### src/dtq_pkg.sv
`timescale 1ns / 1ps
// ---------------------------------------------------------------------------
// dtq_pkg: shared types for the deadline timer queue
// Transfer structs, status and opcode codes, per-cell key type.
// ---------------------------------------------------------------------------
package dtq_pkg;

  localparam int TIME_W  = 48;
  localparam int DELAY_W = 40;
  localparam int ID_W    = 32;
  localparam int MAX_RESULTS = 32;

  typedef enum logic [1:0] {
    OP_SUBMIT   = 2'd0,
    OP_CANCEL   = 2'd1,
    OP_TICK     = 2'd2,
    OP_SHUTDOWN = 2'd3
  } opcode_t;

  typedef enum logic [2:0] {
    ST_ACCEPTED    = 3'd0,
    ST_REJECTED    = 3'd1,
    ST_CANCELLED   = 3'd2,
    ST_CANCEL_FAIL = 3'd3,
    ST_FIRED       = 3'd4,
    ST_SHUT_CANCEL = 3'd5,
    ST_NONE        = 3'd6
  } status_t;

  typedef struct packed {
    logic [1:0]         opcode;
    logic [TIME_W-1:0]  now_time;
    logic [DELAY_W-1:0] delay;
    logic [ID_W-1:0]    task_id;
  } cmd_t;

  typedef struct packed {
    logic [2:0]      status;
    logic [ID_W-1:0] result_id;
    logic            last;
  } rsp_t;

  // key handed along the chain of cells during a minimum sweep
  typedef struct packed {
    logic              vld;
    logic [TIME_W-1:0] deadline;
    logic [ID_W-1:0]   id;
  } key_t;

  // compare strobes broadcast from the sequencer to every cell
  typedef struct packed {
    logic              sweep;     // fold this cell into the running minimum
    logic              only_due;  // ignore entries later than now
    logic [TIME_W-1:0] now_time;
    logic              match;     // cancel compare on id
    logic [ID_W-1:0]   task_id;
    logic              pick;      // locate the entry that won the last sweep
    logic [TIME_W-1:0] pick_deadline;
    logic [ID_W-1:0]   pick_id;
  } cell_ctl_t;

endpackage

### src/dtq_cell.sv
`timescale 1ns / 1ps
// ---------------------------------------------------------------------------
// dtq_cell: one queue slot
// Holds one entry and folds it into the running minimum handed in from the
// previous cell, registering the smaller key toward the next cell; also
// compares ids for cancel and the full key to find the sweep winner.
// ---------------------------------------------------------------------------
module dtq_cell
  import dtq_pkg::*;
(
  input  logic              clk,
  input  logic              rst,
  input  cell_ctl_t         ctl,
  input  key_t              key_in,
  output key_t              key_out,
  output logic              picked,    // valid and equal to the sweep winner
  output logic              hit,       // valid and id matches
  output logic              valid,
  input  logic              wr,
  input  logic [TIME_W-1:0] wr_deadline,
  input  logic [ID_W-1:0]   wr_id,
  input  logic              clr,
  output logic [ID_W-1:0]   id
);

  logic [TIME_W-1:0] deadline;
  logic              eligible;
  logic              win;
  key_t              key_q;

  always_ff @(posedge clk) begin
    if (rst) begin
      valid <= 1'b0;
    end else if (wr) begin
      valid <= 1'b1;
    end else if (clr) begin
      valid <= 1'b0;
    end
  end

  always_ff @(posedge clk) begin
    if (wr) begin
      deadline <= wr_deadline;
      id       <= wr_id;
    end
  end

  // strict less-than keeps the lower slot on equal keys
  assign eligible = valid && ctl.sweep && !(ctl.only_due && deadline > ctl.now_time);
  assign win = eligible && (!key_in.vld || deadline < key_in.deadline ||
               (deadline == key_in.deadline && id < key_in.id));

  always_ff @(posedge clk) begin
    if (rst) begin
      key_q <= '0;
    end else begin
      key_q <= win ? '{vld: 1'b1, deadline: deadline, id: id} : key_in;
    end
  end

  assign key_out = key_q;
  assign hit = valid && ctl.match && (id == ctl.task_id);
  assign picked = valid && ctl.pick && (deadline == ctl.pick_deadline) &&
                  (id == ctl.pick_id);

endmodule

### config.mk
export PLATFORM = sky130hd
export DESIGN_NAME = dtq_cell
export DESIGN_NICKNAME = d
export VERILOG_FILES = /design/src/dtq_pkg.sv /design/src/dtq_cell.sv
export SDC_FILE = /design/constraint.sdc
export NUM_CORES = 1
export LEC_CHECK = 0
export ABC_AREA = 1
export BUFFER_PORTS_ARGS = -buffer_cell sky130_fd_sc_hd__buf_2
export CORE_AREA = 8 8 168 170
export CTS_CLUSTER_SIZE = 24
export DETAILED_ROUTE_END_ITERATION = 8
export DIE_AREA = 0 0 176 178
export PLACE_DENSITY = 0.83
export REMOVE_ABC_BUFFERS = 1
export SLEW_MARGIN = 10
export SYNTH_ARGS = -nofsm -noshare
export SYNTH_HDL_FRONTEND = slang
export SYNTH_SLANG_ARGS = --single-unit
### constraint.sdc
create_clock -name clk -period 2.2 [get_ports clk]
set_input_delay 0.44 -clock clk [delete_from_list [all_inputs] [get_ports clk]]
set_output_delay 0.44 -clock clk [all_outputs]
set_load 0.1 [all_outputs]
==> flow_summary.yaml <==
synthesis:
  synth_seq_cells: 162
  synth-async-reset-ratio_pct: 0
  synthTopCellsByArea: "edfxtp_1, dfxtp_1, ha_1"
  synth_area_um2: 10700
  yosys_warnings: 0
  synth_area_per_cell_um2: 7.62
  ys.flop_type: "dfxtp_1"
  synth_top_area_share_pct: 22.5
  yosys.area.top_type: "edfxtp_1"
  ys_types: 34
  synth_cells: 1398
  synth_common_cells: "nand2_1, inv_1, a21oi_1"
  ys_seq_area_share_pct: 38.0
  post-synth-top-count-cell: "nand2_1"
  synth_edf_count: 80
pwr:
  power_frac_seq_pct: 31.0
  powerDensity_nw_per_um2: 629
  combPwrFrac_pct: 41.1
  ir_worst_vdd_uv: 441
  clockPowerShare_pct: 27.9
  p_leak_nw: 9.41
  p_int_mw: 6.78
  p_switching_mw: 4.80
  switching_share_pct: 41.5
final_layout:
  fin_area_um2: 18400
  fin_nets: 2543
  post-route-util_pct: 71.9
  fillers: 1775
  syn_to_final_growth_pct: 72.8
  drive_gt1_share_pct: 47.0
timing:
  post-route-period-util_pct: 133
  relSlewSlack_pct: 64.0
  period_needed_ns: 2.92
  finalSetupViolCount: 83
  fmax_ghz: 0.343
  final_max_slew_viol_count: 0
  clock_skew_ns: 0.0148
  timing.hold.ws_ns: 0.163
  worst_pin_slew_ns: 0.540
  hold_viol_final: 0
  worst_slack_ns: -0.718
  grt_setup_unrepaired: "yes"
critical_path:
  worst-setup-path-type: "register to primary output"
  cp_max_fo: 3
  endpoint_kind: "primary output"
  ff2ff_setup_slack_ns: -0.69
  crit_path_start_kind: "register"
  required_ns: 1.76
  cp.arrival_ns: 2.48
placed_design:
  io_buffers: 444
  dp_slack_ns: -0.817
  place.gp.congestion: 0.975
  place_area_um2: 14600
  dp_hpwl_um: 40300
run_status:
  violations: "setup timing"
  status: "finished, violations left"
global_routing:
  grt_pass1_vias: 14056
  gr-total-overflow: 0
  antenna_found_initial: 26
  grt_first_pass_wirelength_um: 83100
  grt_start_max_net_pins: 82
  grt_usage_pct: 35.3
routing:
  drt_iter0_drc: 1668
  ant_nets: 0
  drcViolationCount: 0
  dr.pass1.iters: 8
  wl_per_cell_um: 24.2
  num_vias: 13801
  viasPerCell: 5.62
  wl_um: 59300
floorplan:
  die_width_um: 176
  start_util_pct: 41.6
  rows: 59
  die_area_um2: 31300
  pin_count: 445
  die_h_um: 178
  core_um2: 25600
min_path:
  hold_class: "primary input to register"
clocking:
  clockBufferDepth: 2
  numCtsBuffers: 17
  cts_max_level: 4
  clock-root-buffer: "clkbuf_16"
  cts_tree: "built"
  cts.sinks: 162
  path_clk_slew_ns: 0.09
  clk_latency_ns: 0.45
run:
  cap_violations: 0
==> cells by family after synthesis <==
group                    count (synthesis)  share of synthesized area, %
XOR/XNOR                                20                          1.64
AND/OR/NAND/NOR                        557                          21.9
AO/OA/AOI/OAI                          240                          13.0
flip-flops                             162                          38.0
adder cells (fa/ha/maj)                127                          14.9
buffers and inverters                  292                          10.6
==> path summary, 6_finish.rpt <==
check | start | depth (start not counted) | end
max reg2reg | deadline[45] | 20 | key_out[70]
max | deadline[45] | 9 | picked
min reg2reg | valid | 2 | valid
min | wr_id[15] | 1 | id[15]
==> critical path, cell delays in order, from the launching register on <==
cell,delay (ns)
edfxtp_1,0.50
buf_4,0.19
buf_4,0.12
inv_1,0.18
o22ai_1,0.14
nor4_1,0.26
and2_0,0.17
nand4_1,0.10
nor2_2,0.18
buf_12,0.19
==> routing by layer <==
layer / vias up / global-route usage, % / share of wire, %
li1: 6047 / - / -
met1: 6338 / 40.1 / 35
met2: 1089 / 58.3 / 47
met3: 311 / 10.5 / 12
met4: 16 / 20.9 / 6.5
met5: - / 0 / 0.16
==> metrics by stage <==
stage,power (mW),setup TNS [ns],std cells
4_1_cts,11.2,-45.84,2431
5_1_grt,11.9,-56.90,2453
3_5_place_dp,7.19,-46.42,2304
3_3_place_gp,7.12,-40.38,2304
6_report,11.6,-49.49,2454
2_1_floorplan,5.78,-207.43,1356
==> registers in the layout (all words and copies together), names as in the netlist <==
| register | cells |
|---|---|
| key_out | 81 |
| deadline | 48 |
| id | 32 |
| valid | 1 |
==> area by class of cell <==
type                       instances  area (um^2)  share of cell area [%]
sequential                       162         4040                    22.0
timing repair buffer             709         5510                    29.9
inverter                         250          951                    5.17
clock inverter                    15          188                    1.02
antenna                           19         47.5                   0.258
multi-input combinational        947         6820                    37.1
clock buffer                      17          425                    2.31
tap                              335          419                    2.28
==> timing repair <==
item | CTS | global route
pin swaps | 75 | 97
setup buffers | 52 | 23
gates resized for setup | 245 | 159
setup endpoints to repair | 83 | 83
hold buffers | 0 | 0
gates cloned | 43 | 1
==> power groups by stage <==
stage | Sequential, mW | Combinational [mW] | Clock (mW)
3_3_place_gp | 3.64 | 3.48 | 0
6_report | 3.59 | 4.75 | 3.23
2_1_floorplan | 4.73 | 1.05 | 0
3_5_place_dp | 3.65 | 3.55 | 0
5_1_grt | 3.60 | 4.98 | 3.31
4_1_cts | 3.58 | 4.47 | 3.19
==> cells in the final DEF (no fill, tap or decap), types with 36 or more instances in the layout <==
cell type,n
buf_2,441
nand2_1,252
inv_1,236
buf_4,157
ha_1,121
nor2_1,103
dfxtp_1,82
edfxtp_1,80
a21oi_1,65
nand3_2,56
a21oi_2,50
o21ai_0,38
buf_12,36
(Power assumes the default switching activity.)
